$ cat src/rtl/core/pdqm_pkg.sv
package pdqm_pkg;

	localparam int HDR_W   = 8;
	localparam int LEN_W   = 5;
	localparam int RAW_W   = 16;
	localparam int SP_W    = 13;
	localparam int GAIN_W  = 16;
	localparam int MOTOR_W = 10;
	localparam int ERR_W   = 18;
	localparam int DIFF_W  = ERR_W + 1;
	localparam int PP_W    = GAIN_W + 1 + ERR_W;
	localparam int DP_W    = GAIN_W + 1 + DIFF_W;
	localparam int ACC_W   = DP_W;
	localparam int SHIFT   = 12;
	localparam int TERM_W  = 24;
	localparam int MIX_W   = 26;
	localparam int IDX_W   = 3;
	localparam int DATA_W  = 16;

	localparam logic [HDR_W-1:0]   FRAME_HEADER_OK = 8'hBB;
	localparam logic [LEN_W-1:0]   FRAME_MIN_LEN   = 5'd8;
	localparam logic [MOTOR_W-1:0] MOTOR_MAX       = 10'd1023;
	localparam logic [ACC_W-1:0]   DIV_BIAS        = ACC_W'((1 << SHIFT) - 1);

	localparam logic signed [SP_W-1:0] ROLL_SP_RST  = '0;
	localparam logic signed [SP_W-1:0] PITCH_SP_RST = '0;
	localparam logic [GAIN_W-1:0]      PROP_RST     = 16'd1152;
	localparam logic [GAIN_W-1:0]      DERIV_RST    = 16'd384;
	localparam logic [MOTOR_W-1:0]     BASE_RST     = 10'd400;

	typedef enum logic [IDX_W-1:0] {
		REG_ROLL_SP  = 3'd0,
		REG_PITCH_SP = 3'd1,
		REG_PROP     = 3'd2,
		REG_DERIV    = 3'd3,
		REG_BASE     = 3'd4
	} reg_idx_t;

	typedef struct packed {
		logic signed [SP_W-1:0] roll_setpoint;
		logic signed [SP_W-1:0] pitch_setpoint;
		logic [GAIN_W-1:0]      prop_gain;
		logic [GAIN_W-1:0]      deriv_gain;
		logic [MOTOR_W-1:0]     base_throttle;
	} cfg_t;

	typedef struct packed {
		logic en;    // whole pipeline advances
		logic load;  // a good frame enters stage one
	} pipe_ctl_t;

endpackage

$ cat src/rtl/core/pdqm_axis.sv
module pdqm_axis import pdqm_pkg::*; (
	input  logic                     clk,
	input  logic                     arst_n,
	input  pipe_ctl_t                ctl,
	input  logic signed [SP_W-1:0]   setpoint,
	input  logic signed [RAW_W-1:0]  raw,
	input  logic [GAIN_W-1:0]        prop_gain,
	input  logic [GAIN_W-1:0]        deriv_gain,
	output logic signed [TERM_W-1:0] term
);

	logic signed [ERR_W-1:0]  err;
	logic signed [DIFF_W-1:0] diff;
	logic signed [ERR_W-1:0]  prev_q;
	logic signed [ERR_W-1:0]  err_s1;
	logic signed [DIFF_W-1:0] diff_s1;
	logic signed [PP_W-1:0]   pp_s2;
	logic signed [DP_W-1:0]   dp_s2;
	logic signed [ACC_W-1:0]  acc;
	logic signed [ACC_W-1:0]  acc_adj;
	logic signed [TERM_W-1:0] term_s3;

	assign err  = ERR_W'(setpoint) - ERR_W'(raw);
	assign diff = DIFF_W'(err) - DIFF_W'(prev_q);

	// previous error follows good frames only
	always_ff @(posedge clk or negedge arst_n) begin
		if (!arst_n) begin
			prev_q <= '0;
		end else if (ctl.load) begin
			prev_q <= err;
		end
	end

	// truncate toward zero: bias negative sums before the shift
	assign acc     = ACC_W'(pp_s2) + dp_s2;
	assign acc_adj = acc[ACC_W-1] ? acc + $signed(DIV_BIAS) : acc;

	always_ff @(posedge clk) begin
		if (ctl.en) begin
			err_s1  <= err;
			diff_s1 <= diff;
			pp_s2   <= $signed({1'b0, prop_gain}) * err_s1;
			dp_s2   <= $signed({1'b0, deriv_gain}) * diff_s1;
			term_s3 <= TERM_W'(acc_adj >>> SHIFT);
		end
	end

	assign term = term_s3;

`ifndef SYNTHESIS
	a_prev_hold: assert property (@(posedge clk) disable iff (!arst_n)
		!ctl.load |=> $stable(prev_q))
		else $error("previous error changed without a good frame");
	a_prev_load: assert property (@(posedge clk) disable iff (!arst_n)
		ctl.load |=> prev_q == err_s1)
		else $error("previous error and stage one error disagree");
`endif

endmodule

$ cat config.mk
export PLATFORM = sky130hd
export DESIGN_NAME = pdqm_axis
export DESIGN_NICKNAME = d
export VERILOG_FILES = /design/src/rtl/core/pdqm_pkg.sv /design/src/rtl/core/pdqm_axis.sv
export SDC_FILE = /design/constraint.sdc
export NUM_CORES = 2
export LEC_CHECK = 0
export BUFFER_PORTS_ARGS = -buffer_cell sky130_fd_sc_hd__buf_2
export CAP_MARGIN = 20
export CELL_PAD_IN_SITES_DETAIL_PLACEMENT = 0
export CELL_PAD_IN_SITES_GLOBAL_PLACEMENT = 2
export CORE_MARGIN = 1
export CORE_UTILIZATION = 40
export CTS_CLUSTER_SIZE = 28
export DETAILED_ROUTE_END_ITERATION = 10
export GPL_TIMING_DRIVEN = 0
export PLACE_DENSITY_LB_ADDON = 0.05
export SLEW_MARGIN = 20
export SYNTH_ARGS = -nofsm -noshare
export SYNTH_HDL_FRONTEND = slang
export SYNTH_SLANG_ARGS = --single-unit
$ cat constraint.sdc
create_clock -name clk -period 9.25 [get_ports clk]
set_input_delay 0.925 -clock clk [delete_from_list [all_inputs] [get_ports clk]]
set_output_delay 0.925 -clock clk [all_outputs]
set_load 0.05 [all_outputs]
==> flow_summary.rst <==
.. list-table::
   :header-rows: 1

   * - Metric
     - Value
   * - Average footprint of a synthesized cell
     - 9.31 um^2
   * - Clock tree from TritonCTS
     - built
   * - RSZ-0062 raised after global routing
     - false
   * - Vias after detailed routing
     - 21200
   * - Cell type contributing the most total cell area after synthesis
     - sky130_fd_sc_hd__fa_1
   * - Synthesized netlist net count
     - 3994
   * - Slowest Stage Delay on Critical Path
     - 710 ps
   * - Clk Latency, worst-skew pair
     - 450 ps
   * - Maximum clock skew at final layout
     - 20.2 ps
   * - Most used standard cell by instance count after synthesis
     - sky130_fd_sc_hd__inv_1
   * - Number of remaining DRC errors
     - 0
   * - Number of buffers inserted for hold repair after clock tree synthesis
     - 0
   * - Detail Placement HPWL
     - 67900 um
   * - Clock transition at the register clock pins on the worst setup and hold paths after CTS
     - 70 ps
   * - Post-layout instance area
     - 0.0314 mm^2
   * - Critical path endpoint category
     - register
   * - Hold Crit Class
     - input pin to async pin
   * - Overall routed net length
     - 78600 um
   * - Violation count after the first detailed-route iteration
     - 1219
   * - Cell breakdown of the critical path
     - clkbuf_1, clkbuf_1, nand2_1, fa_1, inv_1, fa_1, fa_1, fa_1, fa_1, inv_1, fa_1, inv_1, ha_1, and3_1, nor2b_1, nand2_1, a211oi_1, o2111ai_1, nand3_1, o21bai_1, o21ai_0, a21oi_1, xnor2_1
   * - Final max-slew violation count
     - 0
   * - Most instantiated flip-flop cell in the synthesis netlist
     - sky130_fd_sc_hd__edfxtp_1
   * - Number of distinct library cells after synthesis
     - 78
   * - Sequential share of the synthesized area
     - 0.147
   * - Pin count of the biggest net entering global routing
     - 84
   * - Total I/O pin count
     - 89
   * - Normalized max-slew margin
     - 0.265
   * - Layout cell share with drive strength beyond 1
     - 0.0447
   * - Post-Synthesis Cell Area
     - 0.0292 mm^2
   * - Clock sinks
     - 146
   * - Count of H-tree levels built during CTS
     - 4
   * - Yosys warns
     - 0
   * - Worst Path Required
     - 9460 ps
   * - Total setup buffers inserted after CTS
     - 0
   * - Most common library cells after synthesis
     - 731 x sky130_fd_sc_hd__inv_1, 509 x sky130_fd_sc_hd__fa_1, 359 x sky130_fd_sc_hd__nand2_1, 286 x sky130_fd_sc_hd__ha_1, 281 x sky130_fd_sc_hd__and2_1
   * - Max Cap Viol
     - 0
   * - WL/cell
     - 18.7 um
   * - Die outline width
     - 272 um
   * - Number of gates resized after CTS
     - 0
   * - Count of antenna-violating nets left after detailed routing
     - 0
   * - CP Class
     - input pin to register
   * - Residual overflow from global routing
     - 0
   * - Core Rows
     - 98
   * - Wire length of the first global-routing pass
     - 125000 um
   * - Setup Total Neg Slack
     - 0 ps
   * - Library cell used as clock root buffer
     - sky130_fd_sc_hd__clkbuf_16
   * - Maximum achievable frequency
     - 124 MHz
   * - Number of hold violations in the final report
     - 0
   * - Area Overhead vs Synth
     - 7.59%
   * - Via count normalized by instance count
     - 5.06
   * - EDFF count, synth
     - 129
   * - Final weighted congestion of routability-driven global placement
     - 0.864
   * - Effective utilization at floorplan
     - 0.406
   * - Placed cell count
     - 4161
   * - CP max-delay cell
     - sky130_fd_sc_hd__fa_1
   * - TritonCTS Buffers
     - 17
   * - Biggest area contributors in the synthesized netlist
     - sky130_fd_sc_hd__fa_1 35%, sky130_fd_sc_hd__edfxtp_1 13%, sky130_fd_sc_hd__ha_1 12%, sky130_fd_sc_hd__inv_1 9.4%, sky130_fd_sc_hd__and2_1 6.0%
   * - Area of the core
     - 0.0719 mm^2
   * - Global router's overall resource usage
     - 0.221
   * - Die extent in y
     - 272 um
   * - Result of the run
     - complete, no violations
   * - Cells after Synth
     - 3134
   * - Instance area after placement
     - 0.0308 mm^2
   * - Area share of the leading cell type in the synthesized netlist
     - 0.349
   * - Top fanout value on the critical path
     - 10
   * - Antenna violations before repair
     - 5
   * - Critical Path Most Common Cell
     - sky130_fd_sc_hd__fa_1
   * - Via count of the first global-routing pass
     - 22100
   * - Final Instance Count excl. Fillers
     - 4199
   * - WP buf/inv
     - 5
   * - Floorplan die area
     - 0.0740 mm^2
   * - Buffer depth of the longest clock path
     - 2
   * - Data arrival, critical path
     - 8290 ps
   * - Detailed Routing Iterations Pass 1
     - 5
   * - Startpoint Class
     - input pin
   * - Port bufs
     - 76
   * - Register bit total from synthesis
     - 146
   * - Share of the clock period used by the worst path after layout
     - 0.873
   * - NumNets Final
     - 4090
   * - Final setup viols
     - 0
   * - Final critical delay including setup and external delays
     - 8080 ps
   * - Top cell family by delay on the critical path
     - adder cells
   * - Transition time of the tightest slew-check pin
     - 1090 ps
   * - Share of synthesized flip-flops with an asynchronous set or reset
     - 0.116
[per-layer routing]
metal  vias up  GRT usage  part of all wire
met5         -          0                 0
met4         0     0.0364             0.014
met3        63     0.0296             0.045
met2       429      0.354              0.46
met1     10800      0.324              0.48
li1       9906          -                 -
[worst reg2reg max path, cell delays in order, from the launching register on]
cell                        delay, ps
sky130_fd_sc_hd__edfxtp_1         650
sky130_fd_sc_hd__clkbuf_1         630
sky130_fd_sc_hd__nand2_1          180
sky130_fd_sc_hd__fa_1             650
sky130_fd_sc_hd__fa_1             430
sky130_fd_sc_hd__inv_1             60
sky130_fd_sc_hd__ha_1             150
sky130_fd_sc_hd__inv_1             60
sky130_fd_sc_hd__fa_1             480
sky130_fd_sc_hd__inv_1             40
sky130_fd_sc_hd__ha_1             270
sky130_fd_sc_hd__inv_1             50
sky130_fd_sc_hd__fa_1             490
sky130_fd_sc_hd__inv_1             50
sky130_fd_sc_hd__ha_1             320
sky130_fd_sc_hd__o21ai_0          330
sky130_fd_sc_hd__a21oi_1          140
sky130_fd_sc_hd__a2111oi_0        940
sky130_fd_sc_hd__o31ai_1          360
sky130_fd_sc_hd__a22oi_1          380
sky130_fd_sc_hd__a31oi_1          210
sky130_fd_sc_hd__a41oi_1          350
sky130_fd_sc_hd__mux2i_1          230
sky130_fd_sc_hd__a311oi_1          70
[flip-flops by register name, summed over array words and instances (netlist names)]
| name | flops |
|---|---|
| diff_s1 | 18 |
| dp_s2 | 36 |
| err_s1 | 17 |
| pp_s2 | 34 |
| prev_q | 17 |
| term | 24 |
[cells in the final DEF, fill, tap and decap left out, types with 10 or more instances in the layout]
cell type,Yosys,final
sky130_fd_sc_hd__inv_1,731,731
sky130_fd_sc_hd__fa_1,509,509
sky130_fd_sc_hd__nand2_1,359,359
sky130_fd_sc_hd__ha_1,286,286
sky130_fd_sc_hd__and2_1,281,281
sky130_fd_sc_hd__edfxtp_1,129,129
sky130_fd_sc_hd__a21oi_1,104,104
sky130_fd_sc_hd__xnor2_1,104,104
sky130_fd_sc_hd__clkbuf_1,88,88
sky130_fd_sc_hd__buf_2,6,81
sky130_fd_sc_hd__o21ai_0,69,69
sky130_fd_sc_hd__nor2_1,63,63
sky130_fd_sc_hd__a21o_1,38,38
sky130_fd_sc_hd__nand3_1,32,32
sky130_fd_sc_hd__xor2_1,32,32
sky130_fd_sc_hd__nor2b_1,24,24
sky130_fd_sc_hd__nand2b_1,23,23
sky130_fd_sc_hd__o21a_1,18,18
sky130_fd_sc_hd__o21bai_1,17,17
sky130_fd_sc_hd__clkbuf_16,0,17
sky130_fd_sc_hd__dfrtp_1,17,17
sky130_fd_sc_hd__nor3_1,15,15
sky130_fd_sc_hd__o211ai_1,15,15
sky130_fd_sc_hd__nand4_1,15,15
sky130_fd_sc_hd__and3_1,14,14
sky130_fd_sc_hd__a31oi_1,11,11
sky130_fd_sc_hd__a211oi_1,10,10
[cells by family after synthesis]
kind of cell,Yosys count,share of synthesized area
AO/OA/AOI/OAI,354,0.0798
XOR/XNOR,136,0.0408
adder cells (fa/ha/maj),795,0.472
buffers and inverters,831,0.108
flip-flops,146,0.147
multiplexers,10,0.00369
AND/OR/NAND/NOR,862,0.148
[layout make-up]
type | count | area (um^2)
timing repair buffer | 77 | 414
fill | 7232 | 40500
sequential | 146 | 4300
antenna | 6 | 15.0
multi-input combinational | 2157 | 21700
clock inverter | 15 | 171
clock buffer | 17 | 425
inverter | 731 | 2740
buffer | 100 | 408
tap | 950 | 1190
[path summary, 6_finish.rpt]
kind	from	cells past startpoint	endpoint	slack, ps
max	deriv_gain[3]	23	dp_s2[34]$_DFFE_PP_	1170
min	arst_n	1	prev_q[15]$_DFFE_PN0P_	400
max reg2reg	diff_s1[2]$_DFFE_PP_	23	dp_s2[35]$_DFFE_PP_	1490
min reg2reg	prev_q[13]$_DFFE_PN0P_	1	prev_q[13]$_DFFE_PN0P_	510
max in group asynchronous	arst_n	1	prev_q[0]$_DFFE_PN0P_	8550
min in group clk	prev_q[13]$_DFFE_PN0P_	1	prev_q[13]$_DFFE_PN0P_	510
[per-stage QoR]
step           hold slack, ps  setup slack (ps)  utilization
2_1_floorplan             481              2450            -
3_3_place_gp              490               672        0.428
3_5_place_dp              497               755        0.428
4_1_cts                   393              1230        0.437
5_1_grt                   409               777        0.437
6_report                  397              1170        0.437
Power is left out: the tool's default activity adds up to more than one toggle a clock period on the data nets, which glitch-free logic cannot reach.
