**src/rtl/core/pdqm_pkg.sv**
```systemverilog
package pdqm_pkg;

	localparam int HDR_W   = 8;
	localparam int LEN_W   = 5;
	localparam int RAW_W   = 16;
	localparam int SP_W    = 13;
	localparam int GAIN_W  = 16;
	localparam int MOTOR_W = 10;
	localparam int ERR_W   = 18;
	localparam int DIFF_W  = ERR_W + 1;
	localparam int PP_W    = GAIN_W + 1 + ERR_W;
	localparam int DP_W    = GAIN_W + 1 + DIFF_W;
	localparam int ACC_W   = DP_W;
	localparam int SHIFT   = 12;
	localparam int TERM_W  = 24;
	localparam int MIX_W   = 26;
	localparam int IDX_W   = 3;
	localparam int DATA_W  = 16;

	localparam logic [HDR_W-1:0]   FRAME_HEADER_OK = 8'hBB;
	localparam logic [LEN_W-1:0]   FRAME_MIN_LEN   = 5'd8;
	localparam logic [MOTOR_W-1:0] MOTOR_MAX       = 10'd1023;
	localparam logic [ACC_W-1:0]   DIV_BIAS        = ACC_W'((1 << SHIFT) - 1);

	localparam logic signed [SP_W-1:0] ROLL_SP_RST  = '0;
	localparam logic signed [SP_W-1:0] PITCH_SP_RST = '0;
	localparam logic [GAIN_W-1:0]      PROP_RST     = 16'd1152;
	localparam logic [GAIN_W-1:0]      DERIV_RST    = 16'd384;
	localparam logic [MOTOR_W-1:0]     BASE_RST     = 10'd400;

	typedef enum logic [IDX_W-1:0] {
		REG_ROLL_SP  = 3'd0,
		REG_PITCH_SP = 3'd1,
		REG_PROP     = 3'd2,
		REG_DERIV    = 3'd3,
		REG_BASE     = 3'd4
	} reg_idx_t;

	typedef struct packed {
		logic signed [SP_W-1:0] roll_setpoint;
		logic signed [SP_W-1:0] pitch_setpoint;
		logic [GAIN_W-1:0]      prop_gain;
		logic [GAIN_W-1:0]      deriv_gain;
		logic [MOTOR_W-1:0]     base_throttle;
	} cfg_t;

	typedef struct packed {
		logic en;    // whole pipeline advances
		logic load;  // a good frame enters stage one
	} pipe_ctl_t;

endpackage

```
**src/rtl/core/pdqm_cfg_regs.sv**
```systemverilog
module pdqm_cfg_regs import pdqm_pkg::*; (
	input  logic              clk,
	input  logic              arst_n,
	input  logic              cfg_en,
	input  logic [IDX_W-1:0]  cfg_index,
	input  logic [DATA_W-1:0] cfg_data,
	output cfg_t              cfg
);

	cfg_t cfg_q;

	always_ff @(posedge clk or negedge arst_n) begin
		if (!arst_n) begin
			cfg_q.roll_setpoint  <= ROLL_SP_RST;
			cfg_q.pitch_setpoint <= PITCH_SP_RST;
			cfg_q.prop_gain      <= PROP_RST;
			cfg_q.deriv_gain     <= DERIV_RST;
			cfg_q.base_throttle  <= BASE_RST;
		end else if (cfg_en) begin
			unique case (reg_idx_t'(cfg_index))
				REG_ROLL_SP:  cfg_q.roll_setpoint  <= $signed(cfg_data[SP_W-1:0]);
				REG_PITCH_SP: cfg_q.pitch_setpoint <= $signed(cfg_data[SP_W-1:0]);
				REG_PROP:     cfg_q.prop_gain      <= cfg_data[GAIN_W-1:0];
				REG_DERIV:    cfg_q.deriv_gain     <= cfg_data[GAIN_W-1:0];
				REG_BASE:     cfg_q.base_throttle  <= cfg_data[MOTOR_W-1:0];
				default: ;  // drop writes to unknown indexes
			endcase
		end
	end

	assign cfg = cfg_q;

endmodule

```
**config.mk**
```make
export PLATFORM = sky130hd
export DESIGN_NAME = pdqm_cfg_regs
export DESIGN_NICKNAME = d
export VERILOG_FILES = /design/src/rtl/core/pdqm_pkg.sv /design/src/rtl/core/pdqm_cfg_regs.sv
export SDC_FILE = /design/constraint.sdc
export NUM_CORES = 1
export LEC_CHECK = 0
export CAP_MARGIN = 40
export CORE_MARGIN = 8
export CORE_UTILIZATION = 59
export CTS_BUF_LIST = sky130_fd_sc_hd__clkbuf_4
export DETAILED_ROUTE_END_ITERATION = 6
export DONT_BUFFER_PORTS = 1
export HOLD_SLACK_MARGIN = 0.1
export PLACE_DENSITY = 0.78
export SLEW_MARGIN = 20
export SYNTH_ARGS = -nofsm -noshare
export SYNTH_HDL_FRONTEND = slang
export SYNTH_SLANG_ARGS = --single-unit
export TNS_END_PERCENT = 50
```
**constraint.sdc**
```tcl
create_clock -name clk -period 0.8 [get_ports clk]
set_input_delay 0.04 -clock clk [delete_from_list [all_inputs] [get_ports clk]]
set_output_delay 0.04 -clock clk [all_outputs]
set_load 0.05 [all_outputs]
```
==> results of run 1 <==
-- logic make-up after synthesis --
logic type | count (synthesis)
AND/OR/NAND/NOR | 5
flip-flops | 68
buffers and inverters | 6
multiplexers | 68
-- per-stage QoR --
step | instances | worst slack, ns | hold slack, ns
floorplan | 147 | -0.223 | -0.256
global placement | 268 | -0.186 | -0.254
detailed placement | 268 | -0.229 | -0.254
CTS | 319 | -0.384 | -0.708
-- repair_timing --
| action | CTS |
|---|---|
| hold endpoints to repair | 136 |
| resized for setup | 85 |
| hold buffers | 16 |
| endpoints found under the setup margin | 73 |
| buffers inserted | 19 |
==> results.sh, run 1 <==
export IMPL_outcome="stopped before the end"
export IMPL_last_flow_stage_reached="global routing (5_1_grt)"
export IMPL_tool_error="[ERROR DPL-0038] Utilization greater than 100%, impossible to legalize"
export IMPL_tritoncts_num_buffers=9
export IMPL_ys_warnings_count=0
export IMPL_clk_root_buffer_cell="clkbuf_4"
export IMPL_synth_cell_types=11
export IMPL_synth_seq_area_share_pct=65.1
export IMPL_post_synth_cell_area_avg_sq_um=17.9
export IMPL_hpwl_microns=4710
export IMPL_boundaryPins=90
export IMPL_endpoint_type="primary output"
export IMPL_grt_start_max_net_pins=69
export IMPL_netlist_top_cell_by_area="dfrtp_1"
export IMPL_post_synth_top_count_cell="dfrtp_1"
export IMPL_y_dimension_of_the_die_microns=82.8
export IMPL_yosys_area_share_adder_pct=0
export IMPL_synth_compound_gate_area_share_pct=0
export IMPL_syn_nets=169
export IMPL_cts_buffer_depth=2
export IMPL_synthMuxAreaShare_pct=30.6
export IMPL_die_w_microns=82.8
export IMPL_post_dp_cell_area_sq_mm=0.00337
export IMPL_synthesized_area_fraction_occupied_by_xor_and_xnor_cells_pct=0
export IMPL_post_synth_main_area_contributors="dfrtp_1 58%, mux2_2 25%, dfstp_2 7.0%"
export IMPL_synth_async_reset_ratio_pct=100
export IMPL_syn_instance_count=147
export IMPL_clock_sinks=68
export IMPL_numPortBuffers=0
export IMPL_synth_seq_cells=68
export IMPL_synth_cell_area_sq_mm=0.00263
export IMPL_synth_top_cells_by_count="61 x dfrtp_1, 58 x mux2_2, 10 x mux2_4"
export IMPL_final_weighted_congestion_in_routability_driven_placement=0.757
export IMPL_synth_top_cell_area_share_pct=58.1
export IMPL_endpoint_pin_with_the_least_setup_slack_after_global_route_repair="cfg[33]"
export IMPL_num_rows=24
export IMPL_synth_flop_cell="dfrtp_1"
export IMPL_synth_top_family_by_area="multiplexers"
export IMPL_initial_utilization_pct=60.8
export IMPL_synth_enable_flop_cells=0
export IMPL_synthSimpleGateAreaFrac_pct=2.81
export IMPL_htreeDepth=3
==> run 2: changes to the inputs <==
CORE_UTILIZATION = 40   (was 59)
CTS_BUF_LIST = not set   (was sky130_fd_sc_hd__clkbuf_4)
HOLD_SLACK_MARGIN = not set   (was 0.1)
PLACE_DENSITY = not set   (was 0.78)
PLACE_DENSITY_LB_ADDON = 0.15   (was not set)
clock period = 1 ns   (was 0.8 ns; I/O delays follow)
==> run 2 against run 1 <==
The flow now finishes, with violations (hold timing, setup timing). Synthesized cell count is the same. Synthesized area is the same.
==> results.sh, run 2 <==
export IMPL_synthToLayoutAreaGrowth_pct=43.3
export IMPL_gr_max_usage_layer="met2"
export IMPL_grt_first_pass_wirelength_microns=10200
export IMPL_commonest_non_fill_non_tap_cells_in_the_layout="61 x dfrtp_1, 58 x mux2_2, 54 x buf_4"
export IMPL_synth_enable_flop_cells=0
export IMPL_grtUsageTotal_pct=13.5
export IMPL_synth_seq_area_share_pct=65.1
export IMPL_violations="hold timing, setup timing"
export IMPL_mostFrequentLayoutCell="dfrtp_1"
export IMPL_numPortBuffers=0
export IMPL_crit_slowest_cell="dfstp_2"
export IMPL_firstDrtPassIters=2
export IMPL_detail_route_vias_per_cell=4.95
export IMPL_power_static_leakage_nw=1.73
export IMPL_pre_cts_ws_ns=-0.0491
export IMPL_synth_top_cell_area_share_pct=58.1
export IMPL_post_dp_cell_area_sq_mm=0.00331
export IMPL_largest_register_ffs=68
export IMPL_syn_nets=169
export IMPL_cap_viol_max_count=0
export IMPL_whs_ns=-0.584
export IMPL_clk_root_buffer_cell="clkbuf_8"
export IMPL_final_standard_cell_utilization_of_the_core_pct=59.3
export IMPL_hpwl_microns=4330
export IMPL_drt_total_wl_microns=6220
export IMPL_ff2ff_setup_slack_ns=0.17
export IMPL_clkLatencyLatePin_ns=0.32
export IMPL_setup_viol_count_final=7
export IMPL_post_synth_main_area_contributors="dfrtp_1 58%, mux2_2 25%, dfstp_2 7.0%"
export IMPL_final_period_utilization_pct=107
export IMPL_num_rows=29
export IMPL_synth_top_cells_by_count="61 x dfrtp_1, 58 x mux2_2, 10 x mux2_4"
export IMPL_final_net_count=264
export IMPL_crit_path_end_kind="primary output"
export IMPL_ctsHoldBuffers=16
export IMPL_max_slew_margin_rel_pct=81.6
export IMPL_routed_via_count=1603
export IMPL_min_delay_path_class="primary input to async pin"
export IMPL_post_detailed_route_count_of_antenna_violating_nets=0
export IMPL_grt_met2_usage_pct=21.7
export IMPL_die_area_sq_mm=0.00942
export IMPL_netlist_top_cell_by_area="dfrtp_1"
export IMPL_worstMarginPinSlew_ns=0.274
export IMPL_initial_utilization_pct=41.4
export IMPL_synth_cell_area_sq_mm=0.00263
export IMPL_layout_min_cycle_time_ns=1.07
export IMPL_largest_delay_contributor_family_on_the_critical_path="flip-flops"
export IMPL_area_of_the_core_sq_mm=0.00635
export IMPL_htreeDepth=3
export IMPL_y_dimension_of_the_die_microns=97.1
export IMPL_crit_chain="buf_8"
export IMPL_achievable_frequency_ghz=0.933
export IMPL_total_power_mw=10.3
export IMPL_boundaryPins=90
export IMPL_tritoncts="built"
export IMPL_outcome="finished, violations left"
export IMPL_synth_async_reset_ratio_pct=100
export IMPL_worstPathBufferInverterCount=1
export IMPL_post_place_cells=291
export IMPL_antenna_violations_before_repair=0
export IMPL_grt_start_max_net_pins=69
export IMPL_detail_route_iter0_violations=11
export IMPL_worstPathMaxFanout=2
export IMPL_synth_flop_cell="dfrtp_1"
export IMPL_post_synth_top_count_cell="dfrtp_1"
export IMPL_synth_seq_cells=68
export IMPL_final_setup_worst_slack_ns=-0.0721
export IMPL_critical_path_max_stage_delay_ns=0.55
export IMPL_gr_total_overflow=0
export IMPL_worst_ep_arrival_time_ns=1.02
export IMPL_met3_usage_pct=6.12
export IMPL_finalHoldViolations=68
export IMPL_drv_slew=0
export IMPL_tritoncts_num_buffers=9
export IMPL_timing_setup_tns_ns=-0.451
export IMPL_ys_warnings_count=0
export IMPL_wl_per_cell_microns=19.2
export IMPL_worst_ep_required_time_ns=0.95
export IMPL_die_w_microns=97.1
export IMPL_reg2regPathDepth=2
export IMPL_fillCellCount=493
export IMPL_antenna_cells_inserted=0
export IMPL_setup_worst_path_start_class="flop"
export IMPL_final_setup_skew_ns=0
export IMPL_powerDensity_mw_per_mm2=2730
export IMPL_cts_buffer_depth=2
export IMPL_post_synth_cell_area_avg_sq_um=17.9
export IMPL_final_weighted_congestion_in_routability_driven_placement=0.719
export IMPL_detail_route_drc_violations=0
export IMPL_ir_worst_vdd_mv=1.54
export IMPL_syn_instance_count=147
export IMPL_instances_no_fill=324
export IMPL_r2r_end="cfg[36]"
export IMPL_share_of_layout_cells_above_drive_strength_1_pct=66.8
export IMPL_worstReg2RegStart="cfg[36]"
export IMPL_path_clk_slew_ns=0.07
export IMPL_grt_met1_usage_pct=15.3
export IMPL_clock_sinks=68
export IMPL_number_of_global_route_vias_before_repair=1878
export IMPL_stdcell_area_sq_mm=0.00377
export IMPL_synth_cell_types=11
export IMPL_worst_setup_path_type="flop to primary output"
export IMPL_grt_setup_unrepaired="true"
[run 2: repair_timing]
item,CTS,global route
hold endpoints to repair,136,68
endpoints found under the setup margin,7,15
setup buffers,0,1
resized for setup,14,8
gates cloned,0,0
[run 2: logic make-up (layout without fill, tap and decap cells)]
logic type	count (synthesis)	in the layout	synth area share, %
DFF	68	68	65.1
muxes	68	68	30.6
buffers and inverters	6	106	1.57
and+or+nand+nor	5	5	2.81
[run 2: worst max-delay path by stage]
stage                      start      end  slack, ns  depth (start not counted)
finish                   cfg[17]  cfg[17]      -0.07                          1
detailed placement  cfg_index[2]  cfg[28]      -0.05                          3
CTS                      cfg[17]  cfg[17]       -0.1                          1
floorplan           cfg_index[0]  cfg[55]      -0.03                          3
global route             cfg[17]  cfg[17]      -0.11                          1
global placement    cfg_index[0]   cfg[9]     -0.007                          3
[run 2: worst register-to-register path, stage by stage, from the launching register on]
cell	delay (ns)
dfstp_2	0.55
buf_4	0.10
mux2_4	0.13
[run 2: cell type report]
cell class                      count  area (sq um)  area share [%]
Timing Repair Buffer               90           861            22.9
Clock buffer                       15           176            4.68
Sequential cell                    68          1710            45.4
Multi-Input combinational cell     73           892            23.7
Tap cell                           77          96.3            2.56
Clock inverter                      1          30.0           0.797
[run 2: metal layers]
metal	up-vias	part of all wire (%)
met5	-	0
li1	720	-
met3	6	9.6
met1	817	41
met4	0	0.84
met2	60	48
[run 2: report_power, final]
| group | switching, mW | leakage [nW] | internal [mW] | total [mW] |
|---|---|---|---|---|
| combinational | 2.72 | 0.817 | 1.49 | 4.21 |
| clock | 0.918 | 0.104 | 1.36 | 2.28 |
| sequential | 0.371 | 0.806 | 3.41 | 3.78 |
No activity file was read; power rests on OpenSTA's default activity.
==> run 3: changes to the inputs <==
CORE_MARGIN = 2   (was 8)
SKIP_CTS_REPAIR_TIMING = 1   (was not set)
==> run 3 against run 2 <==
The run still ends with hold timing, setup timing left. Critical path depth unchanged. Highest routed layer unchanged. Critical endpoint is now cfg[33]. Fmax down 0.78%. Clock power up 20%. Largest power group unchanged.
==> results.sh, run 3 (synthesis gave the netlist of run 2 again) <==
export IMPL_final_weighted_congestion_in_routability_driven_placement=0.756
export IMPL_final_setup_worst_slack_ns=-0.0806
export IMPL_setup_worst_path_start_class="flop"
export IMPL_antenna_cells_inserted=0
export IMPL_tritoncts="built"
export IMPL_wl_per_cell_microns=17.4
export IMPL_fillCellCount=487
export IMPL_worstMarginPinSlew_ns=0.273
export IMPL_cts_buffer_depth=2
export IMPL_path_clk_slew_ns=0.07
export IMPL_worst_ep_arrival_time_ns=1.03
export IMPL_die_w_microns=85.1
export IMPL_detail_route_vias_per_cell=4.99
export IMPL_max_slew_margin_rel_pct=81.7
export IMPL_power_static_leakage_nw=1.80
export IMPL_post_detailed_route_count_of_antenna_violating_nets=0
export IMPL_clk_root_buffer_cell="clkbuf_8"
export IMPL_setup_viol_count_final=7
export IMPL_hpwl_microns=3820
export IMPL_crit_path_end_kind="primary output"
export IMPL_critical_path_max_stage_delay_ns=0.55
export IMPL_ir_worst_vdd_mv=1.72
export IMPL_worst_ep_required_time_ns=0.95
export IMPL_final_net_count=267
export IMPL_final_setup_skew_ns=0
export IMPL_mostFrequentLayoutCell="dfrtp_1"
export IMPL_largest_delay_contributor_family_on_the_critical_path="flip-flops"
export IMPL_powerDensity_mw_per_mm2=2770
export IMPL_ff2ff_setup_slack_ns=0.10
export IMPL_min_delay_path_class="primary input to async pin"
export IMPL_worst_setup_path_type="flop to primary output"
export IMPL_tritoncts_num_buffers=9
export IMPL_y_dimension_of_the_die_microns=85.1
export IMPL_clock_sinks=68
export IMPL_numPortBuffers=0
export IMPL_gr_total_overflow=0
export IMPL_finalHoldViolations=68
export IMPL_drt_total_wl_microns=5700
export IMPL_crit_chain="buf_8"
export IMPL_boundaryPins=90
export IMPL_achievable_frequency_ghz=0.925
export IMPL_firstDrtPassIters=6
export IMPL_worstPathBufferInverterCount=1
export IMPL_cap_viol_max_count=0
export IMPL_drv_slew=0
export IMPL_crit_slowest_cell="dfstp_2"
export IMPL_reg2regPathDepth=2
export IMPL_grt_first_pass_wirelength_microns=8940
export IMPL_worstPathMaxFanout=2
export IMPL_number_of_global_route_vias_before_repair=1666
export IMPL_whs_ns=-0.592
export IMPL_initial_utilization_pct=41.4
export IMPL_htreeDepth=3
export IMPL_synthToLayoutAreaGrowth_pct=50.7
export IMPL_die_area_sq_mm=0.00724
export IMPL_grtUsageTotal_pct=16.3
export IMPL_largest_register_ffs=68
export IMPL_grt_setup_unrepaired="true"
export IMPL_total_power_mw=11.0
export IMPL_share_of_layout_cells_above_drive_strength_1_pct=68.4
export IMPL_grt_start_max_net_pins=69
export IMPL_worst_path_stages=1
export IMPL_area_of_the_core_sq_mm=0.00635
export IMPL_commonest_non_fill_non_tap_cells_in_the_layout="61 x dfrtp_1, 58 x mux2_2, 50 x buf_6"
export IMPL_routed_via_count=1633
export IMPL_final_period_utilization_pct=108
export IMPL_clkLatencyLatePin_ns=0.33
export IMPL_layout_min_cycle_time_ns=1.08
export IMPL_detail_route_iter0_violations=41
export IMPL_outcome="finished, violations left"
export IMPL_detail_route_drc_violations=0
export IMPL_antenna_violations_before_repair=0
export IMPL_num_rows=29
export IMPL_violations="hold timing, setup timing"
run 3: cell count changes in the layout (fill, tap and decap cells not counted), moves of 2 or more:
cell       change
clkbuf_8       -2
buf_6         +42
buf_4         -36
bufinv_16      +2
clkbuf_1       -3
buf_8          -2
run 3: path summary, 6_finish.rpt:
check	from	end
worst min-delay path	arst_n	cfg[31]
worst max register to register	cfg[34]	cfg[34]
min in group clk	cfg_index[0]	cfg[0]
worst min register to register	cfg[3]	cfg[3]
max in group asynchronous	arst_n	cfg[4]
worst max-delay path	cfg[33]	cfg[33]
run 3: power by group:
part | switching (mW) | internal [mW] | leakage, nW
sequential | 0.436 | 3.41 | 0.806
combinational | 2.68 | 1.72 | 0.874
clock | 1.01 | 1.72 | 0.122
run 3: area by class of cell:
class,count,area [sq um],area share [%]
timing repair buffer,93,1010,25.6
sequential,68,1710,43.2
multi-input combinational,73,892,22.5
clock inverter,6,111,2.81
tap,77,96.3,2.43
clock buffer,10,138,3.47
run 3: routing by layer:
layer  part of all wire (%)  vias to the layer above  global-route usage, %
li1                       -                      733                      -
met1                     41                      830                   20.3
met2                     51                       66                   25.6
met3                    6.8                        4                   7.88
met4                   0.74                        0                   4.33
met5                      0                        -                      0
run 3: stage by stage:
stage / cells / setup WS, ns / setup TNS, ns / cell area [sq um] / util [%]
3_3_place_gp: 292 / -0.0544 / -0.296 / 3300 / 52.0
6_report: 327 / -0.0806 / -0.534 / 3960 / 62.4
4_1_cts: 308 / -0.135 / -0.919 / 3550 / 56.0
5_1_grt: 327 / -0.132 / -0.908 / 3960 / 62.4
3_5_place_dp: 292 / -0.0766 / -1.21 / 3300 / 52.0
2_1_floorplan: 147 / -0.0328 / -0.411 / 2640 / -
==> run 4: changes to the inputs <==
CORE_UTILIZATION = 44   (was 40)
==> run 4 against run 3 <==
The run still ends with hold timing, setup timing left. Worst hold slack lost 0.0040 ns. Power is 8.3% lower. Sequential share of layout area grew 1.7 points. Cell area shrank 3.7%. First-iteration DRC count rose by 80%. Sequential cell count is the same. Register-to-register slack better by 0.10 ns. Combinational power is 2% lower. Die area fell by 8.7%. Highest routed layer unchanged.
==> results.sh, run 4 (synthesis gave the netlist of run 2 again) <==
export IMPL_outcome="finished, violations left"
export IMPL_violations="hold timing, setup timing"
export IMPL_number_of_global_route_vias_before_repair=1645
export IMPL_commonest_non_fill_non_tap_cells_in_the_layout="61 x dfrtp_1, 58 x mux2_2, 37 x buf_6"
export IMPL_final_net_count=263
export IMPL_mostFrequentLayoutCell="dfrtp_1"
export IMPL_detail_route_vias_per_cell=5.00
export IMPL_worstMarginPinSlew_ns=0.276
export IMPL_ff2ff_setup_slack_ns=0.20
export IMPL_boundaryPins=90
export IMPL_grt_start_max_net_pins=69
export IMPL_worst_ep_required_time_ns=0.95
export IMPL_layout_min_cycle_time_ns=1.08
export IMPL_worst_setup_path_type="flop to primary output"
export IMPL_antenna_cells_inserted=0
export IMPL_path_clk_slew_ns=0.07
export IMPL_cts_buffer_depth=2
export IMPL_grt_first_pass_wirelength_microns=8670
export IMPL_detail_route_iter0_violations=74
export IMPL_tritoncts="built"
export IMPL_routed_via_count=1606
export IMPL_worstPathMaxFanout=2
export IMPL_drv_slew=0
export IMPL_ir_worst_vdd_mv=1.45
export IMPL_grtUsageTotal_pct=18.3
export IMPL_setup_viol_count_final=7
export IMPL_htreeDepth=3
export IMPL_final_weighted_congestion_in_routability_driven_placement=0.744
export IMPL_largest_register_ffs=68
export IMPL_share_of_layout_cells_above_drive_strength_1_pct=66.3
export IMPL_max_slew_margin_rel_pct=81.5
export IMPL_numPortBuffers=0
export IMPL_stdcell_area_sq_mm=0.00381
export IMPL_critPathCapture="cfg[8]"
export IMPL_min_delay_path_class="primary input to async pin"
export IMPL_hpwl_microns=3900
export IMPL_achievable_frequency_ghz=0.927
export IMPL_reg2regPathDepth=1
export IMPL_crit_slowest_cell="dfstp_2"
export IMPL_tritoncts_num_buffers=9
export IMPL_worstPathBufferInverterCount=1
export IMPL_whs_ns=-0.596
export IMPL_final_setup_worst_slack_ns=-0.0787
export IMPL_firstDrtPassIters=2
export IMPL_total_power_mw=10.1
export IMPL_grt_setup_unrepaired="true"
export IMPL_worst_ep_arrival_time_ns=1.03
export IMPL_detail_route_drc_violations=0
export IMPL_synthToLayoutAreaGrowth_pct=45.1
export IMPL_final_standard_cell_utilization_of_the_core_pct=65.2
export IMPL_worstReg2RegStart="cfg[38]"
export IMPL_crit_path_end_kind="primary output"
export IMPL_final_setup_skew_ns=0
export IMPL_y_dimension_of_the_die_microns=81.3
export IMPL_die_w_microns=81.3
export IMPL_setup_worst_path_start_class="flop"
export IMPL_drt_total_wl_microns=5790
export IMPL_clkLatencyLatePin_ns=0.33
export IMPL_num_rows=28
export IMPL_crit_chain="buf_8"
export IMPL_powerDensity_mw_per_mm2=2640
export IMPL_cap_viol_max_count=0
export IMPL_area_of_the_core_sq_mm=0.00585
export IMPL_power_static_leakage_nw=1.73
export IMPL_clk_root_buffer_cell="clkbuf_8"
export IMPL_worst_path_stages=1
export IMPL_worstSetupStartpoint="cfg[8]"
export IMPL_critical_path_max_stage_delay_ns=0.55
export IMPL_antenna_violations_before_repair=0
export IMPL_initial_utilization_pct=44.9
export IMPL_post_dp_cell_area_sq_mm=0.00331
export IMPL_post_detailed_route_count_of_antenna_violating_nets=0
export IMPL_largest_delay_contributor_family_on_the_critical_path="flip-flops"
export IMPL_finalHoldViolations=68
export IMPL_die_area_sq_mm=0.00661
export IMPL_gr_total_overflow=0
export IMPL_final_period_utilization_pct=108
export IMPL_r2r_end="cfg[38]"
export IMPL_wl_per_cell_microns=18.0
export IMPL_clock_sinks=68
-- run 4: stage by stage --
| stage | instances | setup TNS [ns] | setup slack [ns] |
|---|---|---|---|
| 2_1_floorplan | 147 | -0.411 | -0.0328 |
| 3_3_place_gp | 289 | -0.155 | -0.0136 |
| 3_5_place_dp | 289 | -0.709 | -0.0613 |
| 4_1_cts | 305 | -0.847 | -0.130 |
| 5_1_grt | 321 | -0.824 | -0.123 |
| 6_report | 321 | -0.504 | -0.0787 |
-- run 4: metal layers --
metal  global-route usage, %  part of all wire (%)  wire length, microns  up-vias
met5                       0                     0                     0        -
met4                    8.14                   1.3                    75        0
met3                    8.00                   7.0                   403        7
met2                    28.9                    51                  2930       60
met1                    21.8                    41                  2380      818
li1                        -                     -                     -      721
-- run 4: worst min-delay path by stage --
stage	endpoint	depth (start not counted)
global route	cfg[19]	0
finish	cfg[21]	0
detailed placement	cfg[19]	0
global placement	cfg[19]	0
floorplan	cfg[0]	0
CTS	cfg[21]	0
-- run 4: layout make-up --
cell class | count | area, sq um
clock inverters | 2 | 10.0
well taps | 75 | 93.8
multi-input cells | 73 | 892
repair buffers | 89 | 955
clock buffers | 14 | 153
flip-flops and latches | 68 | 1710
fillers | 434 | 2040
-- run 4: where the power goes --
part	switching, mW	leakage (nW)	internal [mW]	total (mW)
clock	0.947	0.0844	0.964	1.91
sequential	0.430	0.806	3.41	3.84
combinational	2.69	0.844	1.63	4.32
