===== config.mk =====
export PLATFORM = sky130hd
export DESIGN_NAME = pdqm_mixer_flat
export DESIGN_NICKNAME = d
export VERILOG_FILES = /design/src/rtl/core/pdqm_pkg.sv /design/src/rtl/core/pdqm_if.sv /design/src/rtl/core/pdqm_mixer.sv /design/src/flat_wrapper.sv
export SDC_FILE = /design/constraint.sdc
export NUM_CORES = 1
export LEC_CHECK = 0
export BUFFER_PORTS_ARGS = -buffer_cell sky130_fd_sc_hd__buf_2
export CAP_MARGIN = 25
export CORE_ASPECT_RATIO = 0.6
export CORE_UTILIZATION = 40
export CTS_CLUSTER_DIAMETER = 80
export DETAILED_ROUTE_END_ITERATION = 10
export SLEW_MARGIN = 20
export SYNTH_ARGS = -nofsm -noshare
export SYNTH_HDL_FRONTEND = slang
export SYNTH_SLANG_ARGS = --single-unit

===== constraint.sdc =====
create_clock -name clk -period 1.1 [get_ports clk]
set_input_delay 0 -clock clk [delete_from_list [all_inputs] [get_ports clk]]
set_output_delay 0 -clock clk [all_outputs]
set_load 0.02 [all_outputs]

===== src/rtl/core/pdqm_pkg.sv =====
package pdqm_pkg;

	localparam int HDR_W   = 8;
	localparam int LEN_W   = 5;
	localparam int RAW_W   = 16;
	localparam int SP_W    = 13;
	localparam int GAIN_W  = 16;
	localparam int MOTOR_W = 10;
	localparam int ERR_W   = 18;
	localparam int DIFF_W  = ERR_W + 1;
	localparam int PP_W    = GAIN_W + 1 + ERR_W;
	localparam int DP_W    = GAIN_W + 1 + DIFF_W;
	localparam int ACC_W   = DP_W;
	localparam int SHIFT   = 12;
	localparam int TERM_W  = 24;
	localparam int MIX_W   = 26;
	localparam int IDX_W   = 3;
	localparam int DATA_W  = 16;

	localparam logic [HDR_W-1:0]   FRAME_HEADER_OK = 8'hBB;
	localparam logic [LEN_W-1:0]   FRAME_MIN_LEN   = 5'd8;
	localparam logic [MOTOR_W-1:0] MOTOR_MAX       = 10'd1023;
	localparam logic [ACC_W-1:0]   DIV_BIAS        = ACC_W'((1 << SHIFT) - 1);

	localparam logic signed [SP_W-1:0] ROLL_SP_RST  = '0;
	localparam logic signed [SP_W-1:0] PITCH_SP_RST = '0;
	localparam logic [GAIN_W-1:0]      PROP_RST     = 16'd1152;
	localparam logic [GAIN_W-1:0]      DERIV_RST    = 16'd384;
	localparam logic [MOTOR_W-1:0]     BASE_RST     = 10'd400;

	typedef enum logic [IDX_W-1:0] {
		REG_ROLL_SP  = 3'd0,
		REG_PITCH_SP = 3'd1,
		REG_PROP     = 3'd2,
		REG_DERIV    = 3'd3,
		REG_BASE     = 3'd4
	} reg_idx_t;

	typedef struct packed {
		logic signed [SP_W-1:0] roll_setpoint;
		logic signed [SP_W-1:0] pitch_setpoint;
		logic [GAIN_W-1:0]      prop_gain;
		logic [GAIN_W-1:0]      deriv_gain;
		logic [MOTOR_W-1:0]     base_throttle;
	} cfg_t;

	typedef struct packed {
		logic en;    // whole pipeline advances
		logic load;  // a good frame enters stage one
	} pipe_ctl_t;

endpackage


===== src/rtl/core/pdqm_if.sv =====


interface pdqm_motor_if import pdqm_pkg::*; ();
	logic               valid;
	logic               ready;
	logic [MOTOR_W-1:0] motor_front_left;
	logic [MOTOR_W-1:0] motor_front_right;
	logic [MOTOR_W-1:0] motor_rear_left;
	logic [MOTOR_W-1:0] motor_rear_right;

	modport source (output valid, motor_front_left, motor_front_right, motor_rear_left,
		motor_rear_right, input ready);
	modport sink (input valid, motor_front_left, motor_front_right, motor_rear_left,
		motor_rear_right, output ready);
endinterface


===== src/rtl/core/pdqm_mixer.sv =====
module pdqm_mixer import pdqm_pkg::*; (
	input  logic                     clk,
	input  logic                     arst_n,
	input  pipe_ctl_t                ctl,
	input  logic                     valid_s3,
	input  logic [MOTOR_W-1:0]       base_throttle,
	input  logic signed [TERM_W-1:0] roll_term,
	input  logic signed [TERM_W-1:0] pitch_term,
	pdqm_motor_if.source             motor_out
);

	logic signed [MIX_W-1:0] base_ext;
	logic signed [MIX_W-1:0] tr;
	logic signed [MIX_W-1:0] tp;
	logic signed [MIX_W-1:0] sum_fl;
	logic signed [MIX_W-1:0] sum_fr;
	logic signed [MIX_W-1:0] sum_rl;
	logic signed [MIX_W-1:0] sum_rr;
	logic                    valid_q;
	logic [MOTOR_W-1:0]      fl_q;
	logic [MOTOR_W-1:0]      fr_q;
	logic [MOTOR_W-1:0]      rl_q;
	logic [MOTOR_W-1:0]      rr_q;

	function automatic logic [MOTOR_W-1:0] clamp(input logic signed [MIX_W-1:0] v);
		logic [MOTOR_W-1:0] r;
		if (v[MIX_W-1]) begin
			r = '0;
		end else if (v > $signed(MIX_W'(MOTOR_MAX))) begin
			r = MOTOR_MAX;
		end else begin
			r = v[MOTOR_W-1:0];
		end
		return r;
	endfunction

	assign base_ext = $signed(MIX_W'(base_throttle));
	assign tr       = MIX_W'(roll_term);
	assign tp       = MIX_W'(pitch_term);
	assign sum_fl   = base_ext + tr + tp;
	assign sum_fr   = base_ext - tr + tp;
	assign sum_rl   = base_ext + tr - tp;
	assign sum_rr   = base_ext - tr - tp;

	always_ff @(posedge clk or negedge arst_n) begin
		if (!arst_n) begin
			valid_q <= 1'b0;
		end else if (ctl.en) begin
			valid_q <= valid_s3;
		end
	end

	always_ff @(posedge clk) begin
		if (ctl.en) begin
			fl_q <= clamp(sum_fl);
			fr_q <= clamp(sum_fr);
			rl_q <= clamp(sum_rl);
			rr_q <= clamp(sum_rr);
		end
	end

	assign motor_out.valid             = valid_q;
	assign motor_out.motor_front_left  = fl_q;
	assign motor_out.motor_front_right = fr_q;
	assign motor_out.motor_rear_left   = rl_q;
	assign motor_out.motor_rear_right  = rr_q;

endmodule


===== src/flat_wrapper.sv =====
// flat-port wrapper written by rule: the top's interface ports become plain ports
module pdqm_mixer_flat import pdqm_pkg::*;
  (clk, arst_n, ctl, valid_s3, base_throttle, roll_term, pitch_term, motor_out_valid, motor_out_motor_front_left, motor_out_motor_front_right, motor_out_motor_rear_left, motor_out_motor_rear_right, motor_out_ready);
  pdqm_motor_if motor_out_i ();
  input  logic clk;
  input  logic arst_n;
  input  pipe_ctl_t ctl;
  input  logic valid_s3;
  input  logic [MOTOR_W-1:0] base_throttle;
  input  logic signed [TERM_W-1:0] roll_term;
  input  logic signed [TERM_W-1:0] pitch_term;
  output wire logic [$bits(motor_out_i.valid)-1:0] motor_out_valid;
  output wire logic [$bits(motor_out_i.motor_front_left)-1:0] motor_out_motor_front_left;
  output wire logic [$bits(motor_out_i.motor_front_right)-1:0] motor_out_motor_front_right;
  output wire logic [$bits(motor_out_i.motor_rear_left)-1:0] motor_out_motor_rear_left;
  output wire logic [$bits(motor_out_i.motor_rear_right)-1:0] motor_out_motor_rear_right;
  input wire logic [$bits(motor_out_i.ready)-1:0] motor_out_ready;
  assign motor_out_valid = motor_out_i.valid;
  assign motor_out_motor_front_left = motor_out_i.motor_front_left;
  assign motor_out_motor_front_right = motor_out_i.motor_front_right;
  assign motor_out_motor_rear_left = motor_out_i.motor_rear_left;
  assign motor_out_motor_rear_right = motor_out_i.motor_rear_right;
  assign motor_out_i.ready = motor_out_ready;
  pdqm_mixer u_core (.clk(clk), .arst_n(arst_n), .ctl(ctl), .valid_s3(valid_s3), .base_throttle(base_throttle), .roll_term(roll_term), .pitch_term(pitch_term), .motor_out(motor_out_i));
endmodule

==> flow_metrics.env, run 1 <==
export IMPL_status="finished, violations left"
export IMPL_violations="negative setup slack"
export IMPL_power_density_nw_per_um2=1060
export IMPL_routedWlPerCell_um=18.6
export IMPL_dp_hpwl_mm=30.6
export IMPL_synthFlopType="edfxtp_1"
export IMPL_place_gp_congestion=0.986
export IMPL_final_hold_violation_count=0
export IMPL_cp_top_family="compound AO/OA/AOI/OAI gates"
export IMPL_async_reset_ff_share_pct=2.44
export IMPL_setup_ws_ns=-3.50
export IMPL_die_area_um2=23000
export IMPL_die_h_um=118
export IMPL_cts_max_path_buffers=2
export IMPL_timing_fmax_ghz=0.217
export IMPL_hold_slack_ns=0.153
export IMPL_track_usage_pct=32.3
export IMPL_p_leak_nw=6.99
export IMPL_synth_seq_cells=41
export IMPL_cts_sinks=41
export IMPL_yosysWarnings=0
export IMPL_antenna_found_initial=1
export IMPL_io_buffers=102
export IMPL_setup_viol=40
export IMPL_min_path_type="primary input to flip-flop"
export IMPL_synthesis_area_um2=8960
export IMPL_maxCapViolations=0
export IMPL_grt_pass1_vias=11000
export IMPL_relSlewSlack_pct=53.9
export IMPL_rsz0062_at_grt="true"
export IMPL_worstMarginPinSlew_ns=0.674
export IMPL_syn_num_nets=1381
export IMPL_synth_distinct_cells=97
export IMPL_layout_nets=1984
export IMPL_slew_violations=0
export IMPL_crit_arrival_ns=4.65
export IMPL_fin_util_pct=71.3
export IMPL_final_antenna_net_count=0
export IMPL_placedCellCount=2004
export IMPL_skew_ns=0
export IMPL_via_per_inst=5.57
export IMPL_drt_first_pass_iters=8
export IMPL_start_util_pct=41.7
export IMPL_clk_transition_reported_paths_ns=0.06
export IMPL_die_x_um=195
export IMPL_grt_max_degree=19
export IMPL_fp_coreArea_um2=21500
export IMPL_cp_end_kind="flip-flop"
export IMPL_critPathMaxStageDelay_ns=0.45
export IMPL_grt_pass1_wl_mm=58.7
export IMPL_numCtsBuffers=5
export IMPL_criticalPathCategory="primary input to flip-flop"
export IMPL_synth_avg_cell_area_um2=7.52
export IMPL_vias=11600
export IMPL_start_kind="primary input"
export IMPL_synthCells=1191
export IMPL_clk_latency_ns=0.30
export IMPL_synth_enable_flop_cells=40
export IMPL_clock_tree_root_cell="clkbuf_16"
export IMPL_htree_levels=2
export IMPL_drcViolationCount=0
export IMPL_rows=41
export IMPL_final_cell_count_no_fill=2075
export IMPL_ys_seq_area_share_pct=13.7
export IMPL_timing_final_crit_share_pct=418
export IMPL_worstPathMaxFanout=5
export IMPL_wirelength_mm=38.6
export IMPL_cp_slowest_cell="or4_4"
export IMPL_overflow=0
export IMPL_syn_to_final_growth_pct=71.2
export IMPL_fillers=1677
export IMPL_first_iter_violations=833
export IMPL_pin_count=105
export IMPL_worstPathRequired_ns=1.14
export IMPL_ir_drop_mv=0.776
export IMPL_fin_crit_ns=4.60
export IMPL_crit_buf_inv=5
export IMPL_drive_above_1_share_pct=48.5
export IMPL_cts_tree="done"
routing by layer:
metal | global-route usage (%) | up-vias | share of wire, %
met2 | 48.1 | 390 | 42
met5 | 0 | - | 0
li1 | - | 5609 | -
met3 | 5.39 | 41 | 6.8
met1 | 48.4 | 5518 | 50
met4 | 5.76 | 0 | 1.6
repair_timing:
action	CTS	global route
hold endpoints to repair	2	0
gates cloned	5	1
endpoints found under the setup margin	40	40
buffers inserted	35	19
gates resized for setup	196	71
hold buffers	3	0
pin swaps	66	34
kinds of logic after synthesis:
logic type                 synth area share [%]
AOI/OAI and AO/OA                          28.4
DFF                                        13.7
adders and majority gates                  18.1
xor gates and xnor gates                   8.90
muxes                                      1.16
and+or+nand+nor                            22.8
buffers and inverters                      6.98
cell type report:
| type | instances | area, µm² | area share [%] |
|---|---|---|---|
| antenna | 1 | 2.50 | 0.0163 |
| tap | 279 | 349 | 2.28 |
| inverter | 107 | 424 | 2.77 |
| clock inverter | 2 | 10.0 | 0.0653 |
| sequential | 41 | 1230 | 8.00 |
| multi-input combinational | 996 | 8360 | 54.5 |
| timing repair buffer | 643 | 4830 | 31.5 |
| clock buffer | 6 | 129 | 0.840 |
path summary, 6_finish.rpt:
kind                                         from                               endpoint  slack, ns  cells after the start
min reg2reg                u_core.motor_out.valid                 u_core.motor_out.valid       0.51                      1
max                              base_throttle[0]  u_core.motor_out.motor_front_right[0]      -3.50                     26
min in group asynchronous                  arst_n                 u_core.motor_out.valid       0.52                      3
max reg2reg                u_core.motor_out.valid                 u_core.motor_out.valid       0.36                      1
min                                        ctl[1]   u_core.motor_out.motor_front_left[3]       0.15                      1
max in group asynchronous                  arst_n                 u_core.motor_out.valid       0.48                      3
registers in the layout (all words and copies together) (netlist names):
name	flops
u_core.motor_out.motor_rear_right	10
u_core.motor_out.motor_front_left	10
u_core.motor_out.motor_front_right	10
u_core.motor_out.motor_rear_left	10
u_core.motor_out.valid	1
cells in the final DEF (no fill, tap or decap), types with 9 or more instances in the layout:
master and instances:
buf_4 508, buf_2 98, inv_1 97, ha_1 96, nor2_1 94, a21oi_1 85, xnor2_1 65, nand2_1 61
a21oi_2 43, o21ai_0 42, edfxtp_1 40, nor3_1 31, nor2b_1 27, nand3_1 22, nand2b_1 22, buf_6 22
ha_4 16, nand4_1 15, nor4_1 14, o31ai_1 14, xor2_1 13, o21ai_1 12, a31oi_1 12, o21bai_1 10
a21o_1 10, o211ai_1 10, nor3_2 10, a41oi_2 10, o2111ai_1 9, nor3b_1 9, o31ai_2 9
synthesized netlist by cell type (7+ instances only):
master | instances | area share (%)
a2111oi_0 | 9 | 0.88
o2111ai_1 | 12 | 1.2
o31ai_1 | 23 | 1.9
mux2i_1 | 7 | 0.78
edfxtp_1 | 40 | 13
clkbuf_1 | 27 | 1.1
o21ai_0 | 54 | 3.0
nand2b_1 | 24 | 1.7
a21o_1 | 10 | 0.84
and3_1 | 7 | 0.49
nor2_1 | 102 | 4.3
nor3_1 | 42 | 2.3
or3_1 | 9 | 0.63
a31oi_1 | 14 | 0.98
nand3_1 | 23 | 1.3
a21oi_1 | 128 | 7.2
nor4_1 | 24 | 1.7
inv_1 | 104 | 4.4
nor3b_1 | 10 | 0.84
a211oi_1 | 14 | 1.2
nand2_1 | 63 | 2.6
o211ai_1 | 10 | 0.84
buf_2 | 10 | 0.56
a41oi_1 | 11 | 1.1
xor2_1 | 15 | 1.5
ha_1 | 120 | 17
o21bai_1 | 13 | 1.1
nand4_1 | 15 | 1.0
o21a_1 | 8 | 0.67
xnor2_1 | 76 | 7.4
nor2b_1 | 32 | 2.2
power by group:
| part | internal, mW | total [mW] | switching [mW] |
|---|---|---|---|
| clock | 0.834 | 1.45 | 0.617 |
| combinational | 6.18 | 12.7 | 6.55 |
| sequential | 1.96 | 2.01 | 0.0496 |
through the flow:
step                TNS [ns]  instance area, µm²  worst slack (ns)  power (mW)
finish               -133.62               15300             -3.50        16.2
global route         -142.64               15300             -3.67        17.1
CTS                  -130.58               14900             -3.40        15.5
detailed placement   -160.05               13400             -4.21        12.9
global placement     -158.51               13400             -4.12        12.8
floorplan            -128.73                9080             -3.28        7.84
Note: power is estimated with default switching activity, not from simulation.
==> inputs of run 2 (changes only) <==
- SETUP_SLACK_MARGIN: not set -> 0.2
==> flow_metrics.env, run 2 (synthesis results as in run 1) <==
export IMPL_clk_latency_ns=0.30
export IMPL_fillers=1673
export IMPL_setup_ws_ns=-3.45
export IMPL_status="finished, violations left"
export IMPL_fin_crit_ns=4.55
export IMPL_drcViolationCount=0
export IMPL_final_design_area_no_fill_um2=15400
export IMPL_via_per_inst=5.57
export IMPL_grt_pass1_vias=11000
export IMPL_power_density_nw_per_um2=1050
export IMPL_skew_ns=0
export IMPL_setup_viol=40
export IMPL_worstPathRequired_ns=1.14
export IMPL_final_cell_mix="buf_4 (508), inv_1 (97), buf_2 (97)"
export IMPL_final_cell_count_no_fill=2076
export IMPL_wirelength_mm=38.5
export IMPL_first_iter_violations=756
export IMPL_maxCapViolations=0
export IMPL_fin_util_pct=71.4
export IMPL_fp_coreArea_um2=21500
export IMPL_p_leak_nw=7.00
export IMPL_place_gp_congestion=0.986
export IMPL_grt_max_degree=19
export IMPL_placed_cell_area_um2=13400
export IMPL_dp_hpwl_mm=30.6
export IMPL_timing_final_crit_share_pct=413
export IMPL_drive_above_1_share_pct=48.6
export IMPL_rows=41
export IMPL_finalPower_mw=16.2
export IMPL_vias=11600
export IMPL_final_antenna_net_count=0
export IMPL_rsz0062_at_grt="true"
export IMPL_clock_tree_root_cell="clkbuf_16"
export IMPL_timing_fmax_ghz=0.220
export IMPL_slew_violations=0
export IMPL_htree_levels=2
export IMPL_min_path_type="primary input to flip-flop"
export IMPL_worstPathMaxFanout=5
export IMPL_antenna_found_initial=1
export IMPL_layout_nets=1985
export IMPL_numCtsBuffers=5
export IMPL_criticalPathCategory="primary input to flip-flop"
export IMPL_clk_transition_reported_paths_ns=0.06
export IMPL_cp_end_kind="flip-flop"
export IMPL_drt_first_pass_iters=5
export IMPL_die_x_um=195
export IMPL_die_h_um=118
export IMPL_grt_pass1_wl_mm=58.7
export IMPL_relSlewSlack_pct=53.7
export IMPL_tns_ns=-132.70
export IMPL_cts_sinks=41
export IMPL_crit_arrival_ns=4.59
export IMPL_start_kind="primary input"
export IMPL_routedWlPerCell_um=18.6
export IMPL_final_hold_violation_count=0
export IMPL_violations="negative setup slack"
export IMPL_track_usage_pct=32.3
export IMPL_worstMarginPinSlew_ns=0.677
export IMPL_cts_tree="done"
export IMPL_syn_to_final_growth_pct=71.4
export IMPL_ir_drop_mv=0.770
export IMPL_pin_count=105
export IMPL_start_util_pct=41.7
export IMPL_placedCellCount=2004
export IMPL_overflow=0
export IMPL_die_area_um2=23000
export IMPL_io_buffers=102
export IMPL_cts_max_path_buffers=2
export IMPL_layout_commonest_cell="buf_4"
-- run 2: routing by layer --
metal,wire length [µm],global-route usage [%],vias up
met5,0,0,-
met4,623,5.76,0
met3,2570,5.36,47
met2,16200,48.1,401
met1,19200,48.4,5499
li1,-,-,5614
-- run 2: where the power goes --
part	total [mW]	internal, mW	switching [mW]
Clock	1.44	0.833	0.610
Combinational	12.7	6.19	6.54
Sequential	2.01	1.96	0.0504
-- run 2: worst paths after layout --
kind	startpoint	to	slack [ns]	depth (start not counted)
max	base_throttle[0]	u_core.motor_out.motor_front_right[0]	-3.45	26
min reg2reg	u_core.motor_out.valid	u_core.motor_out.valid	0.51	1
min in group asynchronous	arst_n	u_core.motor_out.valid	0.52	3
max in group asynchronous	arst_n	u_core.motor_out.valid	0.48	3
min	ctl[1]	u_core.motor_out.motor_front_left[3]	0.15	1
max reg2reg	u_core.motor_out.valid	u_core.motor_out.valid	0.36	1
-- run 2: timing repair --
item                                    CTS  global route
endpoints found under the hold margin     2             0
endpoints found under the setup margin   40            41
hold buffers                              3             0
gates cloned                              5             1
resized for setup                       198            73
buffers inserted                         35            19
pin swaps                                66            34
-- run 2: critical path, cell delays in order --
cell and delay [ns]:
buf_12 0.09, inv_12 0.03, ha_4 0.15, fa_2 0.40, nor2b_4 0.12, o21ai_2 0.06
a21oi_2 0.16, o21ai_1 0.07, nand2b_1 0.09, a31o_2 0.21, buf_6 0.13, a211oi_4 0.06
nor4_2 0.20, xnor2_1 0.16, ha_2 0.24, or3b_1 0.39, a311oi_2 0.31, nor2_1 0.09
a31o_1 0.20, a211oi_2 0.25, o2111ai_2 0.12, or4_4 0.45, a211oi_4 0.24, buf_6 0.17
buf_12 0.12, a21oi_1 0.07
-- run 2: cell type report --
class / count / area (µm²) / area share [%]
diodes: 1 / 2.50 / 0.0163
clock buffers: 6 / 129 / 0.839
well taps: 279 / 349 / 2.27
clock inverters: 2 / 10.0 / 0.0652
inverters: 107 / 424 / 2.76
multi-input cells: 996 / 8360 / 54.4
repair buffers: 644 / 4850 / 31.6
flip-flops and latches: 41 / 1230 / 7.99
-- run 2: per-stage QoR --
stage / worst slack, ns / hold WS (ns)
3_5_place_dp: -4.21 / -0.224
2_1_floorplan: -3.28 / -0.296
6_report: -3.45 / 0.148
5_1_grt: -3.63 / 0.157
3_3_place_gp: -4.12 / -0.226
4_1_cts: -3.40 / 0.152
==> inputs of run 3 (changes only) <==
- CORE_MARGIN: not set -> 5
- SETUP_SLACK_MARGIN: 0.2 -> not set
==> flow_metrics.env, run 3 (synthesis results as in run 1) <==
export IMPL_overflow=0
export IMPL_setup_ws_ns=-3.48
export IMPL_die_area_um2=25600
export IMPL_slew_violations=0
export IMPL_dp_hpwl_mm=30.4
export IMPL_criticalPathCategory="primary input to flip-flop"
export IMPL_swShare_pct=44.8
export IMPL_timing_final_crit_share_pct=416
export IMPL_crit_arrival_ns=4.62
export IMPL_drive_above_1_share_pct=50.1
export IMPL_die_h_um=126
export IMPL_fp_coreArea_um2=22000
export IMPL_io_buffers=102
export IMPL_clk_transition_reported_paths_ns=0.06
export IMPL_place_gp_congestion=0.978
export IMPL_clock_tree_root_cell="clkbuf_16"
export IMPL_timing_fmax_ghz=0.219
export IMPL_comb_power_share_pct=78.7
export IMPL_drcViolationCount=0
export IMPL_layout_commonest_cell="buf_4"
export IMPL_cts_tree="done"
export IMPL_r2r_setup_slack_ns=0.35
export IMPL_cts_sinks=41
export IMPL_relSlewSlack_pct=60.7
export IMPL_min_path_type="primary input to asynchronous set/reset pin"
export IMPL_p_leak_nw=6.93
export IMPL_worstPathMaxFanout=5
export IMPL_fillers=1717
export IMPL_routedWlPerCell_um=19.3
export IMPL_status="finished, violations left"
export IMPL_dr_wl_met3_mm=2.74
export IMPL_cts_max_path_buffers=2
export IMPL_htree_levels=2
export IMPL_finalPower_mw=16.5
export IMPL_multi_input_area_um2=8740
export IMPL_power_internal_mw=9.11
export IMPL_violations="negative setup slack"
export IMPL_numCtsBuffers=5
export IMPL_clk_latency_ns=0.29
export IMPL_rows=42
export IMPL_drt_first_pass_iters=8
export IMPL_final_antenna_net_count=0
export IMPL_final_cell_count_no_fill=2061
export IMPL_fin_util_pct=70.7
export IMPL_start_kind="primary input"
export IMPL_power_density_nw_per_um2=1060
export IMPL_met2_length_mm=17.4
export IMPL_cp_end_kind="flip-flop"
export IMPL_ir_drop_mv=0.889
export IMPL_maxCapViolations=0
export IMPL_vias=11600
export IMPL_seq_power_share_pct=12.2
export IMPL_hold_slack_ns=0.00500
export IMPL_skew_ns=0
export IMPL_grt_pass1_vias=11300
export IMPL_rsz0062_at_grt="true"
export IMPL_top_layer="met4"
export IMPL_layout_nets=1963
export IMPL_antenna_found_initial=1
export IMPL_track_usage_pct=28.6
export IMPL_setup_viol=40
export IMPL_first_iter_violations=918
export IMPL_clkPwrFrac_pct=9.1
export IMPL_worstMarginPinSlew_ns=0.585
export IMPL_final_cell_mix="buf_4 (484), buf_2 (97), inv_1 (92)"
export IMPL_seqCellArea_um2=1230
export IMPL_die_x_um=203
export IMPL_p_sw_mw=7.40
export IMPL_grt_pass1_wl_mm=59.7
export IMPL_worstPathRequired_ns=1.14
export IMPL_drt_met1_wl_mm=18.8
export IMPL_fin_crit_ns=4.58
export IMPL_pin_count=105
export IMPL_start_util_pct=40.7
export IMPL_via_per_inst=5.64
export IMPL_placedCellCount=1994
export IMPL_tns_ns=-133.32
export IMPL_syn_to_final_growth_pct=73.7
export IMPL_wirelength_mm=39.7
export IMPL_grt_max_degree=13
export IMPL_final_hold_violation_count=0
run 3: cell count changes in the layout (fill, tap and decap cells not counted), sizes merged:
cell / change
buf: -21
clkbuf: +3
clkinv: -2
bufbuf: -1
dlygate4sd3: -1
run 3: final cells by class:
type / count / area share [%]
timing repair buffer: 622 / 29.9
inverter: 107 / 2.77
sequential: 41 / 7.88
clock buffer: 8 / 0.941
antenna: 1 / 0.0161
multi-input combinational: 996 / 56.2
tap: 286 / 2.30
run 3: power by group through the flow:
stage          clock network, mW  registers (mW)  logic [mW]
2_1_floorplan                  0            2.29        5.55
3_3_place_gp                   0            2.04        10.5
3_5_place_dp                   0            2.04        10.7
4_1_cts                     1.53            2.01        12.1
5_1_grt                     1.61            2.03        13.9
6_report                    1.51            2.01        13.0
run 3: per-layer routing:
layer	GRT usage, %	vias to the layer above
li1	-	5561
met5	0	-
met1	43.1	5518
met4	4.95	0
met2	43.9	477
met3	4.14	72
run 3: final timing paths:
path	startpoint	end	cells past startpoint
setup / recovery	base_throttle[3]	u_core.motor_out.motor_front_right[3]	25
hold / removal	arst_n	u_core.motor_out.valid	2
setup reg to reg	u_core.motor_out.valid	u_core.motor_out.valid	1
hold reg to reg	u_core.motor_out.valid	u_core.motor_out.valid	1
max in group asynchronous	arst_n	u_core.motor_out.valid	2
min in group clk	ctl[1]	u_core.motor_out.motor_rear_left[1]	1
run 3: through the flow:
step / setup WS, ns / cell area, µm²
floorplan: -3.28 / 9080
global placement: -4.01 / 13300
detailed placement: -4.13 / 13300
CTS: -3.31 / 15000
global route: -3.63 / 15600
finish: -3.48 / 15600
run 3: worst max-delay path, stage by stage:
cell and delay, ns:
buf_2 0.12, ha_1 0.37, buf_6 0.18, o21ai_2 0.09
a21oi_2 0.10, o21ai_1 0.17, nand2b_1 0.11, a31o_4 0.25
buf_4 0.14, a41oi_4 0.27, buf_6 0.18, nor2_2 0.05
xnor2_2 0.23, ha_4 0.26, nor2b_4 0.19, nor2_2 0.10
o211ai_1 0.36, nor3_1 0.10, a31oi_1 0.19, o2111ai_2 0.14
or4_4 0.44, a211oi_4 0.25, buf_6 0.15, clkbuf_16 0.14
a21oi_2 0.05
run 3: what timing repair did:
item                       4_1_cts  5_1_grt
hold endpoints to repair         2        0
pin swaps                       88       47
gates resized for setup        251       97
cloned                           4        1
setup buffers                   45       10
setup endpoints to repair       40       40
hold buffers                     2        0
